## src/rtl/assert_macros.svh

```systemverilog
// assertion macros used by the top rtl file of the sorted insert priority queue
// depends on nothing; the including module must provide clk and rst_n
`ifndef ASSERT_MACROS_SVH
`define ASSERT_MACROS_SVH

// condition must hold in the same cycle as the trigger
`define SPQ_ASSERT_SAME(label, trig, cond) \
  label: assert property (@(posedge clk) disable iff (!rst_n) (trig) |-> (cond)) \
    else $error("assertion failed");

// condition must hold in the cycle after the trigger
`define SPQ_ASSERT_NEXT(label, trig, cond) \
  label: assert property (@(posedge clk) disable iff (!rst_n) (trig) |=> (cond)) \
    else $error("assertion failed");

`endif

```

## src/rtl/spq_pkg.sv

```systemverilog
// types and constants of the sorted insert priority queue
// depends on nothing
package spq_pkg;

  localparam int DATA_W  = 32;
  localparam int DEPTH_W = 5;

  localparam logic OP_PUSH = 1'b0;
  localparam logic OP_POP  = 1'b1;

  typedef enum logic [1:0] {
    ST_DONE  = 2'd0,
    ST_EMPTY = 2'd1,
    ST_FULL  = 2'd2
  } status_t;

  typedef enum logic {
    S_IDLE   = 1'b0,
    S_ENCODE = 1'b1
  } fsm_t;

  // broadcast to every cell of the row
  typedef struct packed {
    logic                     push_en;
    logic                     pop_en;
    logic signed [DATA_W-1:0] key;
  } cell_ctrl_t;

endpackage

```

## src/rtl/sorted_insert_priority_queue.sv

```systemverilog
// sorted insert priority queue: a min queue of signed 32-bit values held in a
// row of CAPACITY cells kept in ascending order. every cell compares its value
// with the pushed value in parallel, and the row shifts right behind the
// insertion point on push and left by one on pop, so the store update does not
// depend on the fill level. a request is taken in the idle state; the encode
// state then encodes the one-hot insertion point into the depth and loads the
// output register once that register is free or being read. a new request is
// taken while the previous result still waits in the output register. pushes
// into a full queue report full, pops on an empty queue report empty; no
// clearing pass is needed after reset since the cells are not reset and the
// fill count alone marks which of them hold values.
// depends on spq_pkg, spq_cell, spq_depth_enc and assert_macros.svh
`include "assert_macros.svh"

module sorted_insert_priority_queue #(
  parameter int CAPACITY = 16
) (
  input  logic                              clk,
  input  logic                              rst_n,
  // request channel
  input  logic                              in_valid,
  output logic                              in_ready,
  input  logic                              in_op,
  input  logic signed [spq_pkg::DATA_W-1:0] in_value,
  // result channel
  output logic                              out_valid,
  input  logic                              out_ready,
  output logic [1:0]                        out_status,
  output logic signed [spq_pkg::DATA_W-1:0] out_value_out,
  output logic [spq_pkg::DEPTH_W-1:0]       out_depth
);
  import spq_pkg::*;

  localparam int CW = $clog2(CAPACITY + 1);  // fill count width
  localparam int IW = $clog2(CAPACITY);      // position width

  fsm_t state_r, state_nxt;

  logic [CW-1:0]            count_r, count_nxt;
  status_t                  status_r;
  logic signed [DATA_W-1:0] pop_value_r;
  logic [CAPACITY-1:0]      hit_r;

  logic                     out_valid_r;
  status_t                  out_status_r;
  logic signed [DATA_W-1:0] out_value_r;
  logic [DEPTH_W-1:0]       out_depth_r;

  logic                     accept;
  logic                     is_full;
  logic                     is_empty;
  logic                     load_out;
  cell_ctrl_t               ctrl;

  logic signed [DATA_W-1:0] cell_value [CAPACITY];
  logic [CAPACITY-1:0]      cell_lt;
  logic [CAPACITY-1:0]      cell_hit;

  logic [IW-1:0]            pos;
  logic [IW+DEPTH_W-1:0]    pos_ext;

  assign accept   = in_valid && in_ready;
  assign is_full  = (count_r == CW'(CAPACITY));
  assign is_empty = (count_r == '0);

  // broadcast to the cell row; full and empty requests leave the row alone
  assign ctrl.push_en = accept && (in_op == OP_PUSH) && !is_full;
  assign ctrl.pop_en  = accept && (in_op == OP_POP) && !is_empty;
  assign ctrl.key     = in_value;

  // cell row: cell 0 holds the smallest value
  for (genvar i = 0; i < CAPACITY; i++) begin : g_cell
    logic                     occ;
    logic                     prev_lt;
    logic signed [DATA_W-1:0] prev_value;
    logic signed [DATA_W-1:0] next_value;

    assign occ = (CW'(i) < count_r);

    if (i == 0) begin : g_first
      // nothing in front of the head cell, so it is always a candidate spot
      assign prev_lt    = 1'b1;
      assign prev_value = in_value;
    end else begin : g_mid
      assign prev_lt    = cell_lt[i-1];
      assign prev_value = cell_value[i-1];
    end

    if (i == CAPACITY - 1) begin : g_last
      // tail value is unused after a pop, it falls outside the fill count
      assign next_value = cell_value[i];
    end else begin : g_inner
      assign next_value = cell_value[i+1];
    end

    spq_cell u_cell (
      .clk        (clk),
      .ctrl       (ctrl),
      .occupied   (occ),
      .prev_lt    (prev_lt),
      .prev_value (prev_value),
      .next_value (next_value),
      .lt         (cell_lt[i]),
      .hit        (cell_hit[i]),
      .value      (cell_value[i])
    );
  end

  // fill count
  always_comb begin
    count_nxt = count_r;
    if (ctrl.push_en) begin
      count_nxt = count_r + CW'(1);
    end else if (ctrl.pop_en) begin
      count_nxt = count_r - CW'(1);
    end
  end

  always_ff @(posedge clk) begin
    if (!rst_n) begin
      count_r <= '0;
    end else begin
      count_r <= count_nxt;
    end
  end

  // request side capture: status, popped head and one-hot insertion point
  always_ff @(posedge clk) begin
    if (!rst_n) begin
      hit_r <= '0;
    end else if (accept) begin
      hit_r <= cell_hit;
    end
  end

  always_ff @(posedge clk) begin
    if (accept) begin
      if (in_op == OP_PUSH) begin
        status_r <= is_full ? ST_FULL : ST_DONE;
      end else begin
        status_r <= is_empty ? ST_EMPTY : ST_DONE;
      end
      pop_value_r <= ctrl.pop_en ? cell_value[0] : '0;
    end
  end

  // insertion depth from the registered one-hot position
  spq_depth_enc #(
    .N (CAPACITY)
  ) u_depth_enc (
    .hit (hit_r),
    .pos (pos)
  );

  // depth is reported modulo 32
  assign pos_ext = {{DEPTH_W{1'b0}}, pos};

  // control state machine
  always_comb begin
    state_nxt = state_r;
    in_ready  = 1'b0;
    load_out  = 1'b0;
    case (state_r)
      S_IDLE: begin
        in_ready = 1'b1;
        if (in_valid) begin
          state_nxt = S_ENCODE;
        end
      end
      S_ENCODE: begin
        if (!out_valid_r || out_ready) begin
          load_out  = 1'b1;
          state_nxt = S_IDLE;
        end
      end
      default: begin
        state_nxt = S_IDLE;
      end
    endcase
  end

  always_ff @(posedge clk) begin
    if (!rst_n) begin
      state_r <= S_IDLE;
    end else begin
      state_r <= state_nxt;
    end
  end

  // output register
  always_ff @(posedge clk) begin
    if (!rst_n) begin
      out_valid_r <= 1'b0;
    end else if (load_out) begin
      out_valid_r <= 1'b1;
    end else if (out_ready) begin
      out_valid_r <= 1'b0;
    end
  end

  always_ff @(posedge clk) begin
    if (load_out) begin
      out_status_r <= status_r;
      out_value_r  <= pop_value_r;
      out_depth_r  <= pos_ext[DEPTH_W-1:0];
    end
  end

  assign out_valid     = out_valid_r;
  assign out_status    = out_status_r;
  assign out_value_out = out_value_r;
  assign out_depth     = out_depth_r;

  // checks
  `SPQ_ASSERT_SAME(a_count_bound, 1'b1, count_r <= CW'(CAPACITY))
  `SPQ_ASSERT_SAME(a_hit_onehot0, 1'b1, $onehot0(hit_r))
  `SPQ_ASSERT_SAME(a_push_hits_one, ctrl.push_en, $onehot(cell_hit))
  `SPQ_ASSERT_NEXT(a_full_keeps_count, accept && (in_op == OP_PUSH) && is_full,
                   count_r == $past(count_r))

endmodule

```

## src/rtl/spq_cell.sv

```systemverilog
// one storage cell of the sorted row: holds one value, shifts to its neighbors
// depends on spq_pkg
module spq_cell (
  input  logic                              clk,
  input  spq_pkg::cell_ctrl_t               ctrl,
  input  logic                              occupied,
  input  logic                              prev_lt,
  input  logic signed [spq_pkg::DATA_W-1:0] prev_value,
  input  logic signed [spq_pkg::DATA_W-1:0] next_value,
  output logic                              lt,
  output logic                              hit,
  output logic signed [spq_pkg::DATA_W-1:0] value
);
  import spq_pkg::*;

  logic signed [DATA_W-1:0] value_r;
  logic signed [DATA_W-1:0] value_nxt;

  // strictly smaller stored value stays in place on push
  assign lt    = occupied && (value_r < ctrl.key);
  assign hit   = ctrl.push_en && !lt && prev_lt;
  assign value = value_r;

  always_comb begin
    value_nxt = value_r;
    if (ctrl.push_en) begin
      if (!lt) begin
        value_nxt = prev_lt ? ctrl.key : prev_value;
      end
    end else if (ctrl.pop_en) begin
      value_nxt = next_value;
    end
  end

  always_ff @(posedge clk) begin
    value_r <= value_nxt;
  end

endmodule

```

## src/rtl/spq_depth_enc.sv

```systemverilog
// one-hot to binary encoder for the insertion position of the cell row
// depends on nothing outside this file
module spq_depth_enc #(
  parameter int N = 16
) (
  input  logic [N-1:0]         hit,
  output logic [$clog2(N)-1:0] pos
);
  localparam int IW = $clog2(N);

  always_comb begin
    pos = '0;
    for (int i = 0; i < N; i++) begin
      if (hit[i]) begin
        pos = pos | IW'(i);
      end
    end
  end

endmodule
```

## config.mk

```make
export PLATFORM = sky130hd
export DESIGN_NAME = sorted_insert_priority_queue
export DESIGN_NICKNAME = d
export VERILOG_FILES = /design/src/rtl/spq_pkg.sv /design/src/rtl/sorted_insert_priority_queue.sv /design/src/rtl/spq_cell.sv /design/src/rtl/spq_depth_enc.sv
export VERILOG_INCLUDE_DIRS = /design/src /design/src/rtl
export SDC_FILE = /design/constraint.sdc
export NUM_CORES = 2
export LEC_CHECK = 0
export ABC_AREA = 1
export BUFFER_PORTS_ARGS = -buffer_cell sky130_fd_sc_hd__buf_2
export CAP_MARGIN = 20
export CORE_UTILIZATION = 50
export DETAILED_ROUTE_END_ITERATION = 6
export PLACE_DENSITY = 0.77
export SYNTH_ARGS = -nofsm -noshare
export SYNTH_HDL_FRONTEND = slang
export SYNTH_SLANG_ARGS = --single-unit
```

## constraint.sdc

```tcl
create_clock -name clk -period 16.35 [get_ports clk]
set_clock_uncertainty 0.15 [all_clocks]
set_input_delay 1.635 -clock clk [delete_from_list [all_inputs] [get_ports clk]]
set_output_delay 1.635 -clock clk [all_outputs]
set_load 0.03 [all_outputs]
```

# After elaboration in Yosys (flattened, before gate mapping)
# Cells that the tools add are included.
# totals
reg_bits,607
in_bits,37
wordCells,259
# classes
addsub,2
bitwise,3
magnitude_cmp,32
eq_ne,16
mux,84
n_reduce_logical,94
# op_table
op,n
$mux 32,60
$lt 32x32->1,16
$logic_and 1x1->1,52
$lt 4x5->1 const A,8
$reduce_and 2->1,16
$ne 2x2->1 const B,15
$lt 3x5->1 const A,4
$logic_not 1->1,19
$mux 2,6
$mux 3,4
$mux 1,11
$lt 1x5->1 const A,2
$lt 2x5->1 const A,2
$mux 5,2
$reduce_or 8->1,1
$add 5x1->5 const B,1
$eq 5x5->1 const B,1
$logic_not 5->1,1
$sub 5x1->5 const B,1
$reduce_bool 2->1,2
$reduce_or 4->1,1
$not 1->1,3
$pmux 1 s2,1
$reduce_or 2->1,1
$logic_or 1x1->1,1

# Depth between registers and ports, before layout
# logic_depth
word_depth,11
depth_mapped,20
mapped_depth_nobuf,18

# Cells and area by module
# A second synthesis with hierarchy kept.
# hier_totals
cells_unflattened,5383
area_unflattened_um2,42739.7
# by_module_without_submodules
mod,cells_per_inst,seq_area_each_um2,area_per_inst_um2,n_inst
spq_cell (g_cell[0].u_cell ...),314,960.9,2433.6,15
sorted_insert_priority_queue,320,2622.5,3648.5,1
spq_cell (g_cell[14].u_cell),316,960.9,2443.6,1
spq_depth_enc,37,0.0,143.9,1

# Worst setup path after synthesis
# No wires, ideal clock.
# synth_timing
path_type,input to register
start,input in_valid
end,"register g_cell[14].u_cell.value_r[0], enable pin"
n_path_buf,2
path_slack_ps,9243
arrival_ps,6491
path_stages,8
path_cell_list,inv_2 -> nor2_1 -> inv_2 -> nor3_4 -> inv_2 -> buf_4 -> clkbuf_1 -> o21ai_0
# synth_between
elab_chain_cells,5
word_cells_on_any_way,8
cone_classes,eq/ne: 1; reduce/logical: 7
# synth_rtl
item,line,text
"start, declared",sorted_insert_priority_queue.sv:21,"input logic in_valid,"
$logic_and 1x1->1 *,sorted_insert_priority_queue.sv:62,assign accept = in_valid && in_ready;
net accept,sorted_insert_priority_queue.sv:49,logic accept;
"$logic_and 1x1->1, on equally long branches (2 in a row)","sorted_insert_priority_queue.sv:67, sorted_insert_priority_queue.sv:68",
$ne 2x2->1 (no source line) / $reduce_bool 2->1 (equally long branches),n/a,
$reduce_and 2->1 (no source line) *,n/a,
"end signal, assigned",spq_cell.sv:36,value_r <= value_nxt;
"end, declared",spq_cell.sv:16,logic signed [DATA_W-1:0] value_r;
# Mark *: on every way through the listed nets, which the timed path passes. The rest lies on a longest branch.
# A chain may end at the register's enable or synchronous reset.

# Worst setup path after layout
# layout_timing
start,input in_valid
end,"register g_cell[1].u_cell.value_r[22], data pin"
# layout_between
elab_chain_cells,4
# layout_rtl
item,line,text
$logic_and 1x1->1,sorted_insert_priority_queue.sv:62,
net accept,sorted_insert_priority_queue.sv:49,
$logic_and 1x1->1 (2 in a row),sorted_insert_priority_queue.sv:67,assign ctrl.push_en = accept && (in_op == OP_PUSH) && !is_full;
$mux 32,spq_cell.sv:26,if (ctrl.push_en) begin
net g_cell[1].u_cell.value_nxt[22],spq_cell.sv:17,logic signed [DATA_W-1:0] value_nxt;
"end signal, assigned",spq_cell.sv:36,
"end, declared",spq_cell.sv:16,
# The timed path passes the listed nets, and every way through them passes these cells.

==> metrics.md <==
| Metric | Value |
|---|---|
| Setup CP Type | in2reg |
| Final net count | 5583 |
| Slew Limit Fails | 0 |
| Number of buffers added on ports | 76 |
| Final TNS setup | 0 ps |
| Worst-path fanout max | 189 |
| Die width | 287 um |
| Max incr delay on CP | 940 ps |
| Max IR drop VDD | 0.0000640 V |
| Multi-input logic area | 20200 um2 |
| Post-layout min period | 5500 ps |
| Fmax achieved | 182 MHz |
| Area grow syn2layout | 8.35% |
| CTS Sinks | between 600 and 700 |
| Clk slew on worst S/H paths | 60 ps |
| Fin crit share | 33.6% |
| Status | finished, final reports clean |
| Req. time, crit path | around 17000 ps |
| Post-route ant nets | 0 |
| DRC violations left | 0 |
| Critical R2R Launch | count_r[1]$_SDFFE_PN0P_ |
| Fin util | a little over half |
| Hold_buf cts | 0 |
| First-pass GRT wire length | 172 mm |
| Initial DRT Pass Iterations | 5 |
| RSZ-0062 raised after global routing | false |
| LEAKAGE | around 0.023 uW |
| GRT overflow | 0 |
| EDFF count, synth | 584 |
| Met1 Track Usage GR | 33.3% |
| Avg Inst Size Synth | 8.05 um2 |
| GR Layer Usage met2 | 44.2% |
| Boundary Pins | 78 |
| Syn_nets | about 5600 |
| Mapped Area | 40700 um2 |
| CTS root buf | clkbuf_16 |
| Setup violators final | 0 |
| CP dominant cell by count | buf_4 |
| Post-route insts no fill | between 6000 and 7000 |
| Routed wire per std cell | 17.3 um |
| GRT Total Usage | approximately a quarter |
| Crit. Startpoint | in_valid |
| Flop2flop setup slack | between 10000 and 15000 ps |
| Tot Pwr | about 4500 uW |
| Worst path cell trace | buf_2 > inv_2 > nor2_4 > buf_4 > inv_2 > nor3_4 > buf_4 > inv_8 > buf_12 > buf_4 > nand2_1 > nand2_1 |
| Ratio of cells with drive above 1 in the final layout | 5.10% |
| Sequential cell area | 18000 um2 |
| Cell Rows | 104 |
| Antenna diode count | 0 |
| Worst R2R End | g_cell[1].u_cell.value[22]$_DFFE_PP_ |
| Placed Cells | 6036 |
| Initial Util | approximately half |
| Critical-path top delay cell | buf_4 |
| Worst path arrival time | 5830 ps |
| CP startpoint kind | input pin |
| Reg2reg path depth | 13 |
| DP HPWL | 77.6 mm |
| Ys flop type | edfxtp_1 |
| CP endpoint | g_cell[1].u_cell.value[22]$_DFFE_PP_ |
| Sequential share of the synthesized area | 44.2% |
| Asr flop ratio synth | 0% |
| Mapped Cells | 5052 |
| Max Cap Viol | 0 |
| Path type of the worst min-delay path | reg2reg |
| Worst Tran Pin Value | 1220 ps |
| Postcts setup bufs | 0 |
| DR iter-0 viols | between 3000 and 4000 |
| CTS Buffer Depth | 3 |
| Pwr dens | just over 100 nW/um2 |
| Hold Violations, Final | 0 |
| Resize count post-CTS | 0 |
| Routed WL | approximately 110 mm |
| Rel. slew slack | 18.6% |
| Die Area | 82500 um2 |
| CP endpoint kind | flip-flop |
| Synthesized flop and latch total | between 600 and 700 |
| Placed inst area | 41700 um2 |
| Most Used Layer, Global Route | met2 |
| CTS buffer count | 66 |
| Largest net degree at the start of global routing | 190 |
| CTS tree | yes |
| Number of global-route vias before repair | 33300 |
| Met3 Use GR | 3.17% |
| Clock latency on the worst-skew pair | just over 600 ps |
| Ys Warns | 0 |
| Synth unique cells | 39 |
| Via count | 33900 |
| Antenna violations before repair | 0 |
| Die height | 287 um |
| Vias per cell | 5.51 |
| Area of the core | 80500 um2 |
| Design area | between 40000 and 50000 um2 |
| GP Congestion | 0.872 |
| Filler cells | 7101 |
| H-Tree Depth | 3 |
-- critical path: cells and delay by family --
kind | cells | cell delay, ps
buf+inv | 8 | 3330
simple gates | 4 | 340
-- cell usage after synthesis (7+ instances only) --
master / instances / area, um2
a21oi_1: 247 / 1240
buf_2: 69 / 345
inv_1: 393 / 1480
inv_2: 8 / 30.0
nand3_2: 11 / 110
nand2_1: 2302 / 8640
nor2_1: 194 / 728
edfxtp_1: 584 / 17500
o21ai_0: 174 / 871
o21ai_1: 207 / 1040
dfxtp_1: 22 / 440
buf_4: 34 / 255
o211ai_1: 8 / 60.1
a21o_1: 14 / 105
nand3_1: 75 / 375
ha_1: 499 / 6240
nor3_1: 24 / 120
clkbuf_1: 67 / 251
buf_6: 9 / 101
buf_1: 11 / 41.3
nor4_1: 7 / 43.8
nand4_1: 54 / 338
-- report_power, final --
part | leakage [uW] | internal (uW) | switching (uW)
Combinational | 0.0165 | 301 | 598
Clock | 0.00110 | 940 | 650
Sequential | 0.00567 | 1910 | 108
-- registers in the layout, summed over array words and instances (netlist names) --
| register | flops |
|---|---|
| out_status | 2 |
| out_valid | 1 |
| g_cell.u_cell.value | 512 |
| state_r | 1 |
| count_r | 5 |
| out_depth | 4 |
| status_r | 2 |
| pop_value_r | 32 |
| hit_r | 15 |
| out_value_out | 32 |
-- metrics by stage --
| stage | worst slack, ps | hold WS [ps] |
|---|---|---|
| 3_3_place_gp | 10320 | 251 |
| 5_1_grt | 10630 | 278 |
| 2_1_floorplan | 9240 | 250 |
| 4_1_cts | 10860 | 268 |
| 6_report | 10850 | 264 |
| 3_5_place_dp | 10250 | 255 |
-- layer usage --
layer  up-vias  routed length [um]
li1      16700                   -
met1     15700               45200
met2      1324               50700
met3       209                7310
met4         0                3480
met5         -                   0
-- cell usage in the layout, fill, tap and decap left out, types with 2 or more instances in the layout --
master      synthesis  final
a21o_1             14     14
a21oi_1           247    246
and3_1              2      2
buf_2              69     76
buf_4              34     40
buf_8               0      2
bufinv_16           0      7
clkbuf_1           67     13
clkbuf_16           0     75
clkinv_1            1     10
clkinv_2            0     11
clkinvlp_4          0      3
dfxtp_1            22     22
edfxtp_1          584    584
ha_1              499    499
inv_1             393    393
inv_2               8      7
nand2_1          2302   2302
nand2_2             6      6
nand3_1            75     74
nand3_2            11     12
nand3b_1            6      6
nand4_1            54     54
nor2_1            194    193
nor2_2              5      5
nor2_4              4      5
nor3_1             24     24
nor4_1              7      7
o211ai_1            8      8
o21ai_0           174    173
o21ai_1           207    207
o22ai_1             2      2
-- worst min path at each step --
stage,cells past startpoint,startpoint,to
final,0,pop_value_r[4]$_SDFFCE_PN0P_,out_value_out[4]$_DFFE_PP_
after global routing,0,pop_value_r[17]$_SDFFCE_PN0P_,out_value_out[17]$_DFFE_PP_
after CTS,0,pop_value_r[4]$_SDFFCE_PN0P_,out_value_out[4]$_DFFE_PP_
after detailed placement,0,pop_value_r[10]$_SDFFCE_PN0P_,out_value_out[10]$_DFFE_PP_
after global placement,0,pop_value_r[9]$_SDFFCE_PN0P_,out_value_out[9]$_DFFE_PP_
after floorplan,0,status_r[0]$_SDFFCE_PN0P_,out_status[0]$_DFFE_PP_
-- logic make-up after synthesis --
family / count (synthesis) / share of synthesized area (%)
and+or+nand+nor: 2693 / 26.0
AOI/OAI and AO/OA: 658 / 8.27
DFF: 606 / 44.2
buffers and inverters: 595 / 6.19
adders and majority gates: 499 / 15.4
other: 1 / 0.00922
-- layout make-up --
cell class              instances  area share (%)
well taps                    1060            3.01
repair buffers                120            1.72
clock buffers                  88            4.37
inverters                     402            3.44
clock inverters                32           0.764
flip-flops and latches        606            40.8
multi-input cells            3851            45.9
Power figures use the tool's default switching activity.
